<file path="config.mk">
export PLATFORM = sky130hd
export DESIGN_NAME = tracker_track_to_mod_cells
export DESIGN_NICKNAME = d
export VERILOG_FILES = /design/src/rtl/core/ttm_pkg.sv /design/src/rtl/core/ttm_front.sv /design/src/rtl/core/ttm_fifo.sv /design/src/rtl/core/ttm_back.sv /design/src/rtl/core/tracker_track_to_mod_cells.sv
export SDC_FILE = /design/constraint.sdc
export NUM_CORES = 1
export LEC_CHECK = 0
export BUFFER_PORTS_ARGS = -buffer_cell sky130_fd_sc_hd__buf_2
export CAP_MARGIN = 20
export CORE_MARGIN = 2
export CORE_UTILIZATION = 60
export DETAILED_ROUTE_END_ITERATION = 8
export PLACE_DENSITY = 0.78
export SYNTH_ARGS = -nofsm -noshare
export SYNTH_HDL_FRONTEND = slang
export SYNTH_SLANG_ARGS = --single-unit
</file>
<file path="constraint.sdc">
create_clock -name clk -period 7.6 [get_ports clk]
set_input_delay 1.52 -clock clk [delete_from_list [all_inputs] [get_ports clk]]
set_output_delay 1.52 -clock clk [all_outputs]
set_load 0.03 [all_outputs]
</file>
<file path="src/rtl/core/ttm_pkg.sv">
// Shared types, opcodes and constants for the track-to-MOD-cell converter.
// Used by every module in rtl/core; depends on nothing.
package ttm_pkg;

    localparam int ROWS_PER_TRACK = 64;
    localparam int FIFO_DEPTH     = 4;
    localparam int FIFO_PTR_W     = $clog2(FIFO_DEPTH);

    localparam logic [11:0] PERIOD_MIN = 12'd57;
    localparam logic [11:0] PERIOD_MAX = 12'd1712;

    localparam logic [7:0] OP_ARPEGGIO   = 8'h8A;
    localparam logic [7:0] OP_SLIDE_UP   = 8'h8E;
    localparam logic [7:0] OP_SLIDE_DOWN = 8'h8F;
    localparam logic [7:0] OP_PORTA      = 8'h8B;
    localparam logic [7:0] OP_VIBRATO    = 8'h8C;
    localparam logic [7:0] OP_VOL_SLIDE  = 8'h8D;
    localparam logic [7:0] OP_SPEED      = 8'h88;
    localparam logic [7:0] OP_SET_VOL    = 8'h83;
    localparam logic [7:0] OP_INSTRUMENT = 8'h89;
    localparam logic [7:0] OP_END        = 8'h80;
    localparam logic [7:0] OP_JUMP       = 8'h91;
    localparam logic [7:0] OP_DELAY      = 8'h90;

    localparam logic [3:0] FX_ARPEGGIO   = 4'h0;
    localparam logic [3:0] FX_SLIDE_UP   = 4'h1;
    localparam logic [3:0] FX_SLIDE_DOWN = 4'h2;
    localparam logic [3:0] FX_PORTA      = 4'h3;
    localparam logic [3:0] FX_VIBRATO    = 4'h4;
    localparam logic [3:0] FX_VOL_SLIDE  = 4'hA;
    localparam logic [3:0] FX_JUMP       = 4'hB;
    localparam logic [3:0] FX_SET_VOL    = 4'hC;
    localparam logic [3:0] FX_SPEED      = 4'hF;

    typedef struct packed {
        logic [31:0] cell_word;
        logic [5:0]  row_start;
        logic [6:0]  count;
        logic        row_valid;
        logic        done;
    } cmd_t;

    // 100 / p, zero for p == 0
    function automatic logic [7:0] speed_div(input logic [7:0] p);
        logic [7:0] q;
        case (p) inside
            8'd1:             q = 8'd100;
            8'd2:             q = 8'd50;
            8'd3:             q = 8'd33;
            8'd4:             q = 8'd25;
            8'd5:             q = 8'd20;
            8'd6:             q = 8'd16;
            8'd7:             q = 8'd14;
            8'd8:             q = 8'd12;
            8'd9:             q = 8'd11;
            8'd10:            q = 8'd10;
            8'd11:            q = 8'd9;
            8'd12:            q = 8'd8;
            [8'd13:8'd14]:    q = 8'd7;
            [8'd15:8'd16]:    q = 8'd6;
            [8'd17:8'd20]:    q = 8'd5;
            [8'd21:8'd25]:    q = 8'd4;
            [8'd26:8'd33]:    q = 8'd3;
            [8'd34:8'd50]:    q = 8'd2;
            [8'd51:8'd100]:   q = 8'd1;
            default:          q = 8'd0;
        endcase
        return q;
    endfunction

endpackage

</file>
<file path="src/rtl/core/ttm_front.sv">
// Front end: decodes command words, keeps the parser state, issues row commands.
// Depends on ttm_pkg.
module ttm_front #(
    parameter int ROWS_PER_TRACK = ttm_pkg::ROWS_PER_TRACK
) (
    input  logic               clk,
    input  logic               rst_n,
    input  logic               accept,
    input  logic [15:0]        word,
    input  logic               track_start,
    output logic               push,
    output ttm_pkg::cmd_t      cmd
);

    localparam logic [6:0] ROWS = 7'(ROWS_PER_TRACK);

    logic [7:0]  sample_reg, sample_next;
    logic        sample_known_reg, sample_known_next;
    logic [11:0] period_reg, period_next;
    logic [11:0] effect_reg, effect_next;
    logic        effect_known_reg, effect_known_next;
    logic [6:0]  rows_reg, rows_next;
    logic        finished_reg, finished_next;

    logic [7:0]  b_sample;
    logic        b_sample_known;
    logic [11:0] b_period;
    logic [11:0] b_effect;
    logic        b_effect_known;
    logic [6:0]  b_rows;
    logic        b_finished;

    logic [7:0]  code;
    logic [7:0]  par;
    logic        emit;
    logic        is_jump;
    logic        is_end;
    logic [11:0] cell_effect;
    logic        cell_effect_known;
    logic [7:0]  snum;
    logic        per_ok;
    logic [31:0] cell_word;
    logic [6:0]  remaining;
    logic [7:0]  blanks;
    logic [6:0]  nrows;

    always_ff @(posedge clk or negedge rst_n)
    begin
        if (!rst_n)
        begin
            sample_reg       <= '0;
            sample_known_reg <= 1'b0;
            period_reg       <= '0;
            effect_reg       <= '0;
            effect_known_reg <= 1'b0;
            rows_reg         <= '0;
            finished_reg     <= 1'b0;
        end
        else if (accept)
        begin
            sample_reg       <= sample_next;
            sample_known_reg <= sample_known_next;
            period_reg       <= period_next;
            effect_reg       <= effect_next;
            effect_known_reg <= effect_known_next;
            rows_reg         <= rows_next;
            finished_reg     <= finished_next;
        end
    end

    always_comb
    begin
        b_sample       = track_start ? 8'd0  : sample_reg;
        b_sample_known = track_start ? 1'b0  : sample_known_reg;
        b_period       = track_start ? 12'd0 : period_reg;
        b_effect       = track_start ? 12'd0 : effect_reg;
        b_effect_known = track_start ? 1'b0  : effect_known_reg;
        b_rows         = track_start ? 7'd0  : rows_reg;
        b_finished     = track_start ? 1'b0  : finished_reg;

        code = word[15:8];
        par  = word[7:0];

        sample_next       = b_sample;
        sample_known_next = b_sample_known;
        period_next       = b_period;
        effect_next       = b_effect;
        effect_known_next = b_effect_known;
        rows_next         = b_rows;
        finished_next     = b_finished;

        emit    = 1'b0;
        is_jump = 1'b0;
        is_end  = 1'b0;

        if (!b_finished)
        begin
            case (code)
                ttm_pkg::OP_ARPEGGIO:
                begin
                    effect_next = {ttm_pkg::FX_ARPEGGIO, par};
                    effect_known_next = 1'b1;
                end
                ttm_pkg::OP_SLIDE_UP:
                begin
                    effect_next = {ttm_pkg::FX_SLIDE_UP, par};
                    effect_known_next = 1'b1;
                end
                ttm_pkg::OP_SLIDE_DOWN:
                begin
                    effect_next = {ttm_pkg::FX_SLIDE_DOWN, par};
                    effect_known_next = 1'b1;
                end
                ttm_pkg::OP_PORTA:
                begin
                    effect_next = {ttm_pkg::FX_PORTA, par};
                    effect_known_next = 1'b1;
                end
                ttm_pkg::OP_VIBRATO:
                begin
                    effect_next = {ttm_pkg::FX_VIBRATO, par};
                    effect_known_next = 1'b1;
                end
                ttm_pkg::OP_VOL_SLIDE:
                begin
                    effect_next = {ttm_pkg::FX_VOL_SLIDE, par};
                    effect_known_next = 1'b1;
                end
                ttm_pkg::OP_SPEED:
                begin
                    effect_next = {ttm_pkg::FX_SPEED, ttm_pkg::speed_div(par)};
                    effect_known_next = 1'b1;
                end
                ttm_pkg::OP_SET_VOL:
                begin
                    effect_next = {ttm_pkg::FX_SET_VOL, par};
                    effect_known_next = 1'b1;
                end
                ttm_pkg::OP_INSTRUMENT:
                begin
                    sample_next = par;
                    sample_known_next = 1'b1;
                    effect_known_next = 1'b0;
                end
                ttm_pkg::OP_END:
                begin
                    is_end = 1'b1;
                end
                ttm_pkg::OP_JUMP:
                begin
                    is_jump = 1'b1;
                    emit = 1'b1;
                end
                ttm_pkg::OP_DELAY:
                begin
                    emit = 1'b1;
                end
                default:
                begin
                end
            endcase
        end

        cell_effect       = is_jump ? {ttm_pkg::FX_JUMP, par} : b_effect;
        cell_effect_known = is_jump | b_effect_known;
        snum   = b_sample + 8'd1;
        per_ok = (b_period >= ttm_pkg::PERIOD_MIN) && (b_period <= ttm_pkg::PERIOD_MAX);
        cell_word = '0;
        if (b_sample_known && per_ok)
        begin
            cell_word[31:28] = snum[7:4];
            cell_word[27:16] = b_period;
            cell_word[15:12] = snum[3:0];
        end
        if (cell_effect_known)
        begin
            cell_word[11:0] = cell_effect;
        end

        remaining = ROWS - b_rows;
        blanks    = (par >= 8'd2) ? (par - 8'd1) : 8'd0;
        if ({1'b0, blanks} >= {2'b00, remaining} - 9'd1)
        begin
            nrows = remaining;
        end
        else
        begin
            nrows = blanks[6:0] + 7'd1;
        end

        if (emit)
        begin
            rows_next         = b_rows + nrows;
            period_next       = 12'd0;
            effect_known_next = 1'b0;
        end

        if (!b_finished && (word[13:12] != 2'b00))
        begin
            period_next = word[11:0];
        end

        if (!b_finished && (is_end || is_jump || (rows_next >= ROWS)))
        begin
            finished_next = 1'b1;
        end

        push = accept && (emit || is_end);

        cmd.cell_word = emit ? cell_word : 32'd0;
        cmd.row_start = emit ? b_rows[5:0] : 6'd0;
        cmd.count     = emit ? nrows : 7'd1;
        cmd.row_valid = emit;
        cmd.done      = finished_next;
    end

endmodule

</file>
<file path="src/rtl/core/ttm_fifo.sv">
// Short command queue between the front end and the row emitter.
// Depends on ttm_pkg.
module ttm_fifo (
    input  logic               clk,
    input  logic               rst_n,
    input  logic               push,
    input  ttm_pkg::cmd_t      push_data,
    input  logic               pop,
    output ttm_pkg::cmd_t      head,
    output logic               empty,
    output logic               full
);

    localparam int PW = ttm_pkg::FIFO_PTR_W;
    localparam logic [PW:0] DEPTH = (PW + 1)'(ttm_pkg::FIFO_DEPTH);

    ttm_pkg::cmd_t   mem_reg [ttm_pkg::FIFO_DEPTH];
    logic [PW-1:0]   wr_ptr_reg, wr_ptr_next;
    logic [PW-1:0]   rd_ptr_reg, rd_ptr_next;
    logic [PW:0]     fill_reg, fill_next;

    always_ff @(posedge clk)
    begin
        if (push)
        begin
            mem_reg[wr_ptr_reg] <= push_data;
        end
    end

    always_ff @(posedge clk or negedge rst_n)
    begin
        if (!rst_n)
        begin
            wr_ptr_reg <= '0;
            rd_ptr_reg <= '0;
            fill_reg   <= '0;
        end
        else
        begin
            wr_ptr_reg <= wr_ptr_next;
            rd_ptr_reg <= rd_ptr_next;
            fill_reg   <= fill_next;
        end
    end

    always_comb
    begin
        wr_ptr_next = push ? wr_ptr_reg + 1'b1 : wr_ptr_reg;
        rd_ptr_next = pop  ? rd_ptr_reg + 1'b1 : rd_ptr_reg;
        fill_next   = fill_reg + (PW + 1)'(push) - (PW + 1)'(pop);
    end

    assign head  = mem_reg[rd_ptr_reg];
    assign empty = (fill_reg == '0);
    assign full  = (fill_reg == DEPTH);

endmodule

</file>
<file path="src/rtl/core/ttm_back.sv">
// Row emitter: expands each queued command into output transactions.
// Depends on ttm_pkg.
module ttm_back (
    input  logic               clk,
    input  logic               rst_n,
    input  ttm_pkg::cmd_t      head,
    input  logic               empty,
    output logic               pop,
    output logic               m_tvalid,
    input  logic               m_tready,
    output logic [39:0]        m_tdata,   // cell_res[31:0], row[37:32], zero pad
    output logic [1:0]         m_tuser,   // row_valid[0], track_done[1]
    output logic               m_tlast
);

    logic [5:0]  idx_reg, idx_next;
    logic        valid_reg, valid_next;
    logic [31:0] cell_reg;
    logic [5:0]  row_reg;
    logic        row_valid_reg;
    logic        done_reg;
    logic        last_reg;
    logic        load;
    logic        is_last;

    always_comb
    begin
        load       = !empty && (!valid_reg || m_tready);
        is_last    = ({1'b0, idx_reg} == (head.count - 7'd1));
        pop        = load && is_last;
        idx_next   = idx_reg;
        valid_next = valid_reg;
        if (load)
        begin
            idx_next   = is_last ? 6'd0 : idx_reg + 6'd1;
            valid_next = 1'b1;
        end
        else if (m_tready)
        begin
            valid_next = 1'b0;
        end
    end

    always_ff @(posedge clk or negedge rst_n)
    begin
        if (!rst_n)
        begin
            idx_reg   <= '0;
            valid_reg <= 1'b0;
        end
        else
        begin
            idx_reg   <= idx_next;
            valid_reg <= valid_next;
        end
    end

    always_ff @(posedge clk)
    begin
        if (load)
        begin
            cell_reg      <= (idx_reg == 6'd0) ? head.cell_word : 32'd0;
            row_reg       <= head.row_start + idx_reg;
            row_valid_reg <= head.row_valid;
            done_reg      <= head.done;
            last_reg      <= is_last;
        end
    end

    assign m_tvalid = valid_reg;
    assign m_tdata  = {2'b00, row_reg, cell_reg};
    assign m_tuser  = {done_reg, row_valid_reg};
    assign m_tlast  = last_reg;

endmodule

</file>
<file path="src/rtl/core/tracker_track_to_mod_cells.sv">
// Track command words in, MOD pattern cells out.
// A word's command enters the queue, then its first cell is registered.
// Throughput: one word per cycle while the queue is not full; one cell per
// cycle out while m_tready is high, so a word with N cells gives N cells out.
// Reset: rst_n clears parser state, the command queue and output tvalid.
module tracker_track_to_mod_cells #(
    parameter int ROWS_PER_TRACK = ttm_pkg::ROWS_PER_TRACK
) (
    input  logic        clk,
    input  logic        rst_n,
    input  logic        s_tvalid,
    output logic        s_tready,
    input  logic [15:0] s_tdata,    // word[15:0]
    input  logic        s_tuser,    // track_start[0]
    output logic        m_tvalid,
    input  logic        m_tready,
    output logic [39:0] m_tdata,    // cell_res[31:0], row[37:32], zero pad
    output logic [1:0]  m_tuser,    // row_valid[0], track_done[1]
    output logic        m_tlast
);

    logic          accept;
    logic          push;
    logic          pop;
    logic          empty;
    logic          full;
    ttm_pkg::cmd_t cmd;
    ttm_pkg::cmd_t head;

    assign s_tready = !full;
    assign accept   = s_tvalid && s_tready;

    ttm_front #(
        .ROWS_PER_TRACK (ROWS_PER_TRACK)
    ) u_front (
        .clk         (clk),
        .rst_n       (rst_n),
        .accept      (accept),
        .word        (s_tdata),
        .track_start (s_tuser),
        .push        (push),
        .cmd         (cmd)
    );

    ttm_fifo u_fifo (
        .clk       (clk),
        .rst_n     (rst_n),
        .push      (push),
        .push_data (cmd),
        .pop       (pop),
        .head      (head),
        .empty     (empty),
        .full      (full)
    );

    ttm_back u_back (
        .clk      (clk),
        .rst_n    (rst_n),
        .head     (head),
        .empty    (empty),
        .pop      (pop),
        .m_tvalid (m_tvalid),
        .m_tready (m_tready),
        .m_tdata  (m_tdata),
        .m_tuser  (m_tuser),
        .m_tlast  (m_tlast)
    );

    a_no_overflow: assert property (@(posedge clk) disable iff (!rst_n)
        push |-> !full)
        else $error("command pushed into full queue");

    a_no_underflow: assert property (@(posedge clk) disable iff (!rst_n)
        pop |-> !empty)
        else $error("command popped from empty queue");

    a_end_mark: assert property (@(posedge clk) disable iff (!rst_n)
        (m_tvalid && !m_tuser[0]) |-> (m_tlast && m_tuser[1] && (m_tdata == 40'd0)))
        else $error("malformed end mark");

endmodule
</file>
# == After elaboration in Yosys (flattened, before gate mapping) ==
# Memories as Yosys holds them, arrays and structs flattened.
# Index checks and enable logic that the tools add are counted.
# totals
n_memories,1
elab_cells,164
input_bits,21
ram_bits,188
regBits,97
# mem_list
memory,words,word_bits,read_ports,rd_clocked_by_memory_dff,write_ports,line_no,rtl
u_fifo.mem_reg,4,47,1,0,1,ttm_fifo.sv:17,ttm_pkg::cmd_t mem_reg [ttm_pkg::FIFO_DEPTH];
# op_classes
n_lt_le_gt_ge,19
n_addsub,13
n_bitwise,1
mux,58
reduce_logical,29
eq_ne,26
# ops
operator,count
$mux W8,22
$eq A8 B8 Y1 const B,12
$pmux W12 S8,1
$mux W12,7
$eq A8 B4 Y1 const B,5
$eq A8 B3 Y1 const B,4
$mux W32,1
$mux W7,4
$ge A8 B5 Y1 const B,3
$le A8 B5 Y1 const B,3
$mux W20,1
$mux W1,19
$eq A8 B2 Y1 const B,2
$ge A8 B4 Y1 const B,2
$ge A8 B6 Y1 const B,2
$le A8 B6 Y1 const B,2
$logic_and A1 B1 Y1,15
$ge A12 B6 Y1 const B,1
$le A12 B11 Y1 const B,1
$mux W6,2
$ge A8 B9 Y1,1
$add A8 B1 Y8 const B,1
$eq A8 B1 Y1 const B,1
$ge A8 B2 Y1 const B,1
other kinds (25),33

# == Depth between registers and ports, before layout ==
# Gate-level depths: netlist of run 1.
# logic_depth
depth_word,23
depth_mapped,29
ltp_nobuf,27

# == Cells and area by module ==
# From an unflattened synthesis of run 1, not the netlist that was laid out.
# hier_totals
cells_unflattened,1012
hier_area_um2,13743.2
# by_module_without_submodules
module,seq_area_each_um2,cells_per_inst,instances,area_per_inst_um2
ttm_fifo,5820.6,280,1,7193.1
ttm_front,1051.0,556,1,4262.8
ttm_back,1406.3,174,1,2277.2
tracker_track_to_mod_cells,0.0,2,1,10.0

# == Worst setup path after synthesis of run 1 ==
# OpenSTA, ideal clock, no wires.
# synth_timing
path_type,input-to-reg
from,in s_tuser
to,mem u_fifo.mem_reg[0][0] in the netlist's numbering (data pin)
stages,28
setup_slack_ns,0.902
t_arrival_ns,6.416
cell_sequence,inv_1 -> clkbuf_1 -> nand2_1 -> ha_1 -> clkbuf_1 -> nand2_1 -> mux2i_1 -> a21oi_1 -> and3_1 -> xor2_1 -> ha_1 -> nand4_1 -> or4b_2 -> a41oi_2 -> nor3_2 -> o21ai_0 -> ha_1 -> inv_1 -> fa_1 -> nor2b_1 -> o21ai_0 -> nand2b_1 -> a21o_1 -> a21oi_1 -> or3_1 -> nand3_2 -> xnor2_1 -> nand2_1
# synth_lines
item,line_no,rtl
start: declaration,tracker_track_to_mod_cells.sv:14,"input logic s_tuser,"
end: declaration,ttm_fifo.sv:17,

==> results of run 1 <==
==> synthesized netlist by cell type, types with 3 or more instances <==
library cell / number
edfxtp_1: 229
nor2_1: 71
nand2_1: 65
dfrtp_1: 56
mux4_2: 47
o21ai_0: 39
ha_1: 38
inv_1: 38
and3_1: 37
clkbuf_1: 37
xnor2_1: 31
a21oi_1: 29
a22o_1: 25
and2_1: 23
nand3_1: 21
nor3_1: 20
xor2_1: 14
nor2b_1: 13
nor4_1: 10
a22oi_1: 9
nand2b_1: 9
a21o_1: 8
o31ai_1: 8
buf_1: 6
a32oi_1: 5
o211ai_1: 5
o21a_1: 5
or3_1: 5
buf_4: 4
mux2i_1: 4
o21bai_1: 4
a31oi_1: 3
and3b_1: 3
and4b_1: 3
fa_1: 3
nand4_1: 3
nor4_2: 3
o21ai_1: 3
o31a_1: 3
==> worst min path at each step <==
stage                        startpoint                        to  slack (ns)  cells after the start
2_1_floorplan    u_front.effect_reg[10]    u_front.effect_reg[10]        0.44                      2
3_3_place_gp   u_front.sample_known_reg  u_front.sample_known_reg        0.46                      1
3_5_place_dp   u_front.sample_known_reg  u_front.sample_known_reg        0.46                      1
4_1_cts        u_front.sample_known_reg  u_front.sample_known_reg        0.48                      1
5_1_grt        u_front.sample_known_reg  u_front.sample_known_reg        0.52                      1
6_report       u_front.sample_known_reg  u_front.sample_known_reg        0.48                      1
==> critical path: cells and delay by family <==
kind	cells	cell delay, ns
buf+inv	3	0.27
simple gates	11	2.23
fa+ha+maj	4	1.28
xor+xnor	2	0.23
mux	1	0.07
compound gates	6	1.19
==> area by class of cell <==
cell class,count,area [um^2],share of cell area
inverter,39,146,0.00972
sequential,285,8280,0.550
clock inverter,15,189,0.0125
antenna,1,2.50,0.000166
multi-input combinational,625,4920,0.326
clock buffer,35,736,0.0488
timing repair buffer,79,433,0.0287
tap,285,357,0.0237
==> power breakdown <==
part | internal [mW] | switching (mW) | total [mW]
clock network | 0.822 | 0.557 | 1.38
registers | 1.77 | 0.0799 | 1.85
logic | 0.327 | 0.453 | 0.780
total | 2.92 | 1.09 | 4.01
==> logic make-up (layout without fill, tap and decap cells) <==
logic type	Yosys count	count (layout)	synth area share
compound gates	173	173	0.0888
xor+xnor	46	46	0.0302
fa+ha+maj	41	41	0.0394
buf+inv	93	168	0.0304
flops	285	285	0.610
mux	53	53	0.0826
other cells	1	7	0.000276
simple gates	306	306	0.119
==> per-layer routing <==
metal,vias up,GRT usage,part of all wire
met3,44,0.0311,0.066
met1,4142,0.341,0.44
met5,-,0,0
met2,337,0.372,0.47
li1,3905,-,-
met4,0,0.0679,0.021
==> metrics by stage <==
stage          instances  area, um^2  total power, mW   util  worst slack, ns
3_3_place_gp        1312       14100             2.65  0.630            0.752
6_report            1364       15100             4.01  0.671             1.07
2_1_floorplan       1003       13600             2.50      -            0.902
3_5_place_dp        1312       14100             2.67  0.630            0.566
5_1_grt             1363       15100             4.18  0.671            0.564
4_1_cts             1362       15100             4.04  0.671             1.11
==> impl_metrics.tcl, run 1 <==
set metrics [dict create \
    final_cell_mix "edfxtp_1 (229), nor2_1 (71), nand2_1 (65)" \
    fill_cells 1529 \
    crit_end "u_fifo.mem_reg[2][0]" \
    root_buffer "clkbuf_16" \
    worst_path_largest_cell_delay_ns 0.63 \
    syn_to_final_growth_pct 10.9 \
    routed_wl_mm 27.2 \
    required_ns 7.85 \
    synth_area_leaders "edfxtp_1 (51%), dfrtp_1 (10%), mux4_2 (7.8%)" \
    slew_headroom 0.352 \
    nets 1119 \
    die_x_um 154 \
    core-area_mm2 0.0224 \
    cpMaxStageDelayCell "or4b_2" \
    fp.dieH_um 154 \
    largest_reg_flops 188 \
    yosysTopAreaCellShare 0.506 \
    antenna_found_initial 1 \
    mostFrequentLayoutCell "edfxtp_1" \
    cts_tree "yes" \
    async_flop_share 0.196 \
    yosysTopAreaCell "edfxtp_1" \
    numPortBuffers 63 \
    grt_pass1_vias 8202 \
    rsz0062_at_grt "no" \
    fmax_ghz 0.153 \
    crit_start "s_tuser" \
    hp-class "reg2reg" \
    worst-r2r-cell-count 24 \
    cts_sinks 285 \
    tns_ns 0 \
    holdWs_ns 0.477 \
    viasPerCell 6.18 \
    routed-via-count 8428 \
    power_density_mw_per_mm2 266 \
    tightest_slew_ns 0.973 \
    post_cts_buffers 0 \
    ctsHoldBuffers 0 \
    hold_viol 0 \
    rows 55 \
    setup-violations-final 0 \
    end_kind "register" \
    r2r-start "u_front.rows_reg[0]" \
    drt-pass1-iter-count 5 \
    htree_levels 1 \
    cts_buffer_depth 3 \
    grt_use_total 0.233 \
    avgRoutedWirePerCell_um 19.9 \
    finalWorstPathRequiredPeriod_ns 6.53 \
    synth_area_mm2 0.0136 \
    drive_gt1_frac 0.185 \
    cts_resized 0 \
    critPathArrivalTime_ns 6.77 \
    total_leakage_power_nw 5.59 \
    outcome "complete, no violations" \
    initial_utilization 0.605 \
    reg2reg_slack_ns 1.81 \
    startpoint_type "input pin" \
    synthCells 998 \
    globalplace.congestion 0.917 \
    die_area_mm2 0.0238 \
    r2r_end "u_fifo.mem_reg[2][0]" \
    synth_ff_type "edfxtp_1" \
    drt_iter0_markers 793 \
    cts_buffers 27 \
    finalMaxSlewViolations 0 \
    yosysSeqAreaShare 0.610 \
    gr-total-overflow 0 \
    drc 0 \
    finalClockSkew_ns 0.0209 \
    drtAntennaViolNets 0 \
    cts.clk_slew.worst_paths_ns 0.07 \
    fin_crit_sh 0.859 \
    grt_pass1_wl_mm 43.8 \
    critPathKind "in2reg" \
    grt_start_max_net_pins 57 \
    ir_drop_mv 0.162 \
    place_hpwl_mm 17.9 \
    syn_area_per_cell_um2 13.6 \
    cap_violations 0 \
    synth_seq_cells 285 \
    io_pins 66 \
    cp_max_fo 10 \
    yosys_warnings 0 \
    ys_types 84 \
    synth_edf_count 229 \
    worstSkewPairLatency_ns 0.54 \
]
Note: power is estimated with default switching activity, not from simulation.
==> run 2: changes to the inputs <==
- CORE_UTILIZATION: 60 -> 36
- PLACE_DENSITY: 0.78 -> unset
==> impl_metrics.tcl, run 2 (same netlist as run 1, synthesis figures left out) <==
set metrics [dict create \
    reg2reg_slack_ns 1.75 \
    setup-violations-final 0 \
    syn_to_final_growth_pct 12.8 \
    drt-pass1-iter-count 5 \
    ir_drop_mv 0.165 \
    tightest_slew_ns 0.968 \
    worstSkewPairLatency_ns 0.56 \
    routed-via-count 8240 \
    htree_levels 1 \
    hp-class "reg2reg" \
    cts_resized 0 \
    hold_depth 1 \
    final_cells 1592 \
    die_area_mm2 0.0393 \
    dpl.cell_count 1541 \
    grt_start_max_net_pins 57 \
    grt_pass1_wl_mm 45.8 \
    worst-r2r-cell-count 24 \
    grt_pass1_vias 8062 \
    viasPerCell 5.18 \
    outcome "complete, no violations" \
    rows 71 \
    fin_crit_sh 0.861 \
    power_density_mw_per_mm2 258 \
    finalWorstSetupSlack_ns 1.06 \
    drive_gt1_frac 0.186 \
    root_buffer "clkbuf_16" \
    grt_use_total 0.148 \
    r2r_end "u_fifo.mem_reg[3][0]" \
    fill_cells 3419 \
    cts.clk_slew.worst_paths_ns 0.06 \
    total_leakage_power_nw 5.57 \
    cts_sinks 285 \
    cp_max_fo 10 \
    globalplace.congestion 0.881 \
    gr-total-overflow 0 \
    diodes 0 \
    cap_violations 0 \
    holdWs_ns 0.479 \
    slew_headroom 0.351 \
    nets 1122 \
    mostFrequentLayoutCell "edfxtp_1" \
    fp.dieH_um 198 \
    largest_reg_flops 188 \
    drt_iter0_markers 608 \
    fmax_ghz 0.153 \
    dp_slack_ns 0.530 \
    cts_buffers 27 \
    numPortBuffers 63 \
    core-area_mm2 0.0374 \
    avgRoutedWirePerCell_um 18.0 \
    startpoint_type "input pin" \
    ctsHoldBuffers 0 \
    antenna_found_initial 0 \
    cts_tree "yes" \
    hp-start "u_front.sample_known_reg" \
    initial_utilization 0.363 \
    place_hpwl_mm 19.4 \
    required_ns 7.85 \
    io_pins 66 \
    r2r-start "u_front.rows_reg[0]" \
    finalClockSkew_ns 0.0226 \
    die_x_um 198 \
    routed_wl_mm 28.6 \
    finalMaxSlewViolations 0 \
    post_cts_buffers 0 \
    cts_buffer_depth 3 \
    cpMaxStageDelayCell "or4b_2" \
    rsz0062_at_grt "no" \
    end_kind "register" \
    final_cell_mix "edfxtp_1 (229), nor2_1 (71), nand2_1 (65)" \
    tns_ns 0 \
    hold_viol 0 \
    critPathArrivalTime_ns 6.80 \
    worst_path_largest_cell_delay_ns 0.65 \
    drtAntennaViolNets 0 \
    critPathKind "in2reg" \
    finalWorstPathRequiredPeriod_ns 6.54 \
    drc 0 \
    worstHoldEndpoint "u_front.sample_known_reg" \
]
run 2: cell types whose count changed in the layout (fill, tap and decap cells not counted), sizes merged:
cell / delta
clkinv: +3
clkinvlp: +1
bufinv: -3
buf: +2
diode: -1
run 2: final cells by class:
class                           count  area [um^2]  share of cell area
Tap cell                          511          639              0.0417
Sequential cell                   285         8280               0.541
Clock buffer                       34          722              0.0471
Timing Repair Buffer               82          475              0.0310
Inverter                           39          146             0.00955
Multi-Input combinational cell    625         4920               0.321
Clock inverter                     16          134             0.00874
run 2: power breakdown:
group / total (mW) / switching [mW] / leakage [nW] / internal (mW)
Sequential: 1.85 / 0.0810 / 2.69 / 1.77
Clock: 1.29 / 0.577 / 0.412 / 0.716
Combinational: 0.802 / 0.463 / 2.47 / 0.339
run 2: worst max-delay path, delay by kind of cell:
| kind | cells | cell delay, ns |
|---|---|---|
| AND/OR/NAND/NOR | 11 | 2.24 |
| adder cells (fa/ha/maj) | 4 | 1.26 |
| AO/OA/AOI/OAI | 6 | 1.19 |
| buffers and inverters | 3 | 0.26 |
| XOR/XNOR | 2 | 0.24 |
| multiplexers | 1 | 0.07 |
run 2: routing by layer:
| metal | up-vias | wire length (um) | global-route usage |
|---|---|---|---|
| met5 | - | 0 | 0 |
| met2 | 185 | 13500 | 0.236 |
| met1 | 4129 | 13600 | 0.217 |
| met3 | 23 | 1170 | 0.0157 |
| met4 | 0 | 367 | 0.0370 |
| li1 | 3903 | - | - |
run 2: worst max path at each step:
stage / from / depth (start not counted) / to
3_3_place_gp: s_tuser / 27 / u_fifo.mem_reg[0][0]
5_1_grt: s_tuser / 27 / u_fifo.mem_reg[3][0]
6_report: s_tuser / 27 / u_fifo.mem_reg[3][0]
2_1_floorplan: s_tuser / 28 / u_fifo.mem_reg[0][0]
4_1_cts: s_tuser / 27 / u_fifo.mem_reg[3][0]
3_5_place_dp: s_tuser / 27 / u_fifo.mem_reg[2][0]
run 2: per-stage QoR:
step | cell area [um^2] | total power [mW] | utilization
after floorplan | 13600 | 2.50 | -
after global placement | 14400 | 2.68 | 0.386
after detailed placement | 14400 | 2.69 | 0.386
after CTS | 15300 | 3.98 | 0.409
after global routing | 15300 | 4.15 | 0.410
final | 15300 | 3.95 | 0.410
==> run 3: changes to the inputs <==
- PLACE_DENSITY_LB_ADDON: unset -> 0.12
- SETUP_SLACK_MARGIN: unset -> 0.05
==> impl_metrics.tcl, run 3 (same netlist as run 1, synthesis figures left out) <==
set metrics [dict create \
    outcome "complete, no violations" \
    rsz0062_at_grt "no" \
    startpoint_type "input pin" \
    nets 1124 \
    io_pins 66 \
    grt_pass1_wl_mm 49.4 \
    die_area_mm2 0.0393 \
    crit_start "s_tuser" \
    cts_sinks 285 \
    crit_end "u_fifo.mem_reg[1][0]" \
    drt_iter0_markers 598 \
    cpMaxStageDelayCell "or4b_2" \
    routed_wl_mm 31.3 \
    tightest_slew_ns 0.919 \
    place_hpwl_mm 21.0 \
    antenna_found_initial 0 \
    fmax_ghz 0.153 \
    cts_resized 0 \
    hp-start "u_front.effect_reg[9]" \
    globalplace.congestion 0.828 \
    r2r-start "u_front.rows_reg[0]" \
    total_leakage_power_nw 5.70 \
    drive_gt1_frac 0.194 \
    finalMaxSlewViolations 0 \
    syn_to_final_growth_pct 14.8 \
    gr-total-overflow 0 \
    avgRoutedWirePerCell_um 19.6 \
    cts_buffer_depth 3 \
    cts_tree "yes" \
    mostFrequentLayoutCell "edfxtp_1" \
    post_cts_buffers 0 \
    tns_ns 0 \
    final_cell_mix "edfxtp_1 (229), nor2_1 (71), nand2_1 (65)" \
    power_density_mw_per_mm2 274 \
    setup-violations-final 0 \
    rows 71 \
    die_x_um 198 \
    hold_viol 0 \
    drt-pass1-iter-count 5 \
    cts_buffers 29 \
    finalWorstSetupSlack_ns 1.04 \
    core-area_mm2 0.0374 \
    worst-r2r-cell-count 24 \
    largest_reg_flops 188 \
    fin_crit_sh 0.863 \
    drtAntennaViolNets 0 \
    routed-via-count 8236 \
    cts.clk_slew.worst_paths_ns 0.06 \
    critPathArrivalTime_ns 6.82 \
    end_kind "register" \
    worstSkewPairLatency_ns 0.55 \
    slew_headroom 0.385 \
    grt_util_met3 0.0181 \
    critPathKind "in2reg" \
    dp_slack_ns 0.537 \
    grt_use_total 0.163 \
    reg2reg_slack_ns 1.73 \
    holdWs_ns 0.480 \
    hp-class "reg2reg" \
    required_ns 7.86 \
    drc 0 \
    fp.dieH_um 198 \
    finalWorstPathRequiredPeriod_ns 6.56 \
    htree_levels 1 \
    cap_violations 0 \
    cp_max_fo 10 \
    worst_path_largest_cell_delay_ns 0.64 \
    grt_pass1_vias 8338 \
    numPortBuffers 63 \
    grt_start_max_net_pins 57 \
    finalClockSkew_ns 0.0108 \
    initial_utilization 0.363 \
    grt_busiest_layer "met2" \
    viasPerCell 5.16 \
    met2_usage 0.257 \
    ir_drop_mv 0.164 \
    r2r_end "u_fifo.mem_reg[1][0]" \
    diodes 0 \
    ctsHoldBuffers 0 \
    grt.met1_usage 0.242 \
    root_buffer "clkbuf_16" \
]
==> run 3: how the worst min path moves through the flow <==
stage / slack [ns] / to / depth (start not counted)
final: 0.48 / u_front.effect_reg[9] / 2
after global placement: 0.46 / u_front.effect_reg[10] / 2
after detailed placement: 0.47 / u_front.effect_reg[9] / 2
after global routing: 0.50 / u_front.effect_reg[4] / 2
after floorplan: 0.44 / u_front.effect_reg[10] / 2
after CTS: 0.48 / u_front.effect_reg[9] / 2
==> run 3: cell type report <==
| class | count | area (um^2) |
|---|---|---|
| multi-input combinational | 625 | 4920 |
| inverter | 39 | 146 |
| clock inverter | 21 | 317 |
| tap | 511 | 639 |
| clock buffer | 33 | 771 |
| sequential | 285 | 8280 |
| timing repair buffer | 82 | 513 |
| fill | 3418 | 21800 |
==> run 3: metal layers <==
| metal | part of all wire | routed length [um] |
|---|---|---|
| met1 | 0.49 | 15500 |
| met2 | 0.46 | 14300 |
| met3 | 0.032 | 1010 |
| met4 | 0.014 | 446 |
| met5 | 0 | 0 |
==> run 3: where the power goes <==
group	switching, mW	internal [mW]
logic	0.465	0.339
clock network	0.597	1.00
registers	0.0896	1.77
==> run 3: per-stage QoR <==
stage	util	std cells	power [mW]	instance area (um^2)
global route	0.417	1596	4.48	15600
floorplan	-	1003	2.50	13600
CTS	0.416	1595	4.32	15600
detailed placement	0.387	1541	2.70	14500
global placement	0.387	1541	2.70	14500
finish	0.417	1596	4.26	15600
==> run 3: worst max-delay path, delay by kind of cell <==
family,cells,cell delay [ns]
and+or+nand+nor,11,2.27
adders and majority gates,4,1.28
AOI/OAI and AO/OA,6,1.18
buffers and inverters,3,0.26
xor gates and xnor gates,2,0.25
muxes,1,0.07
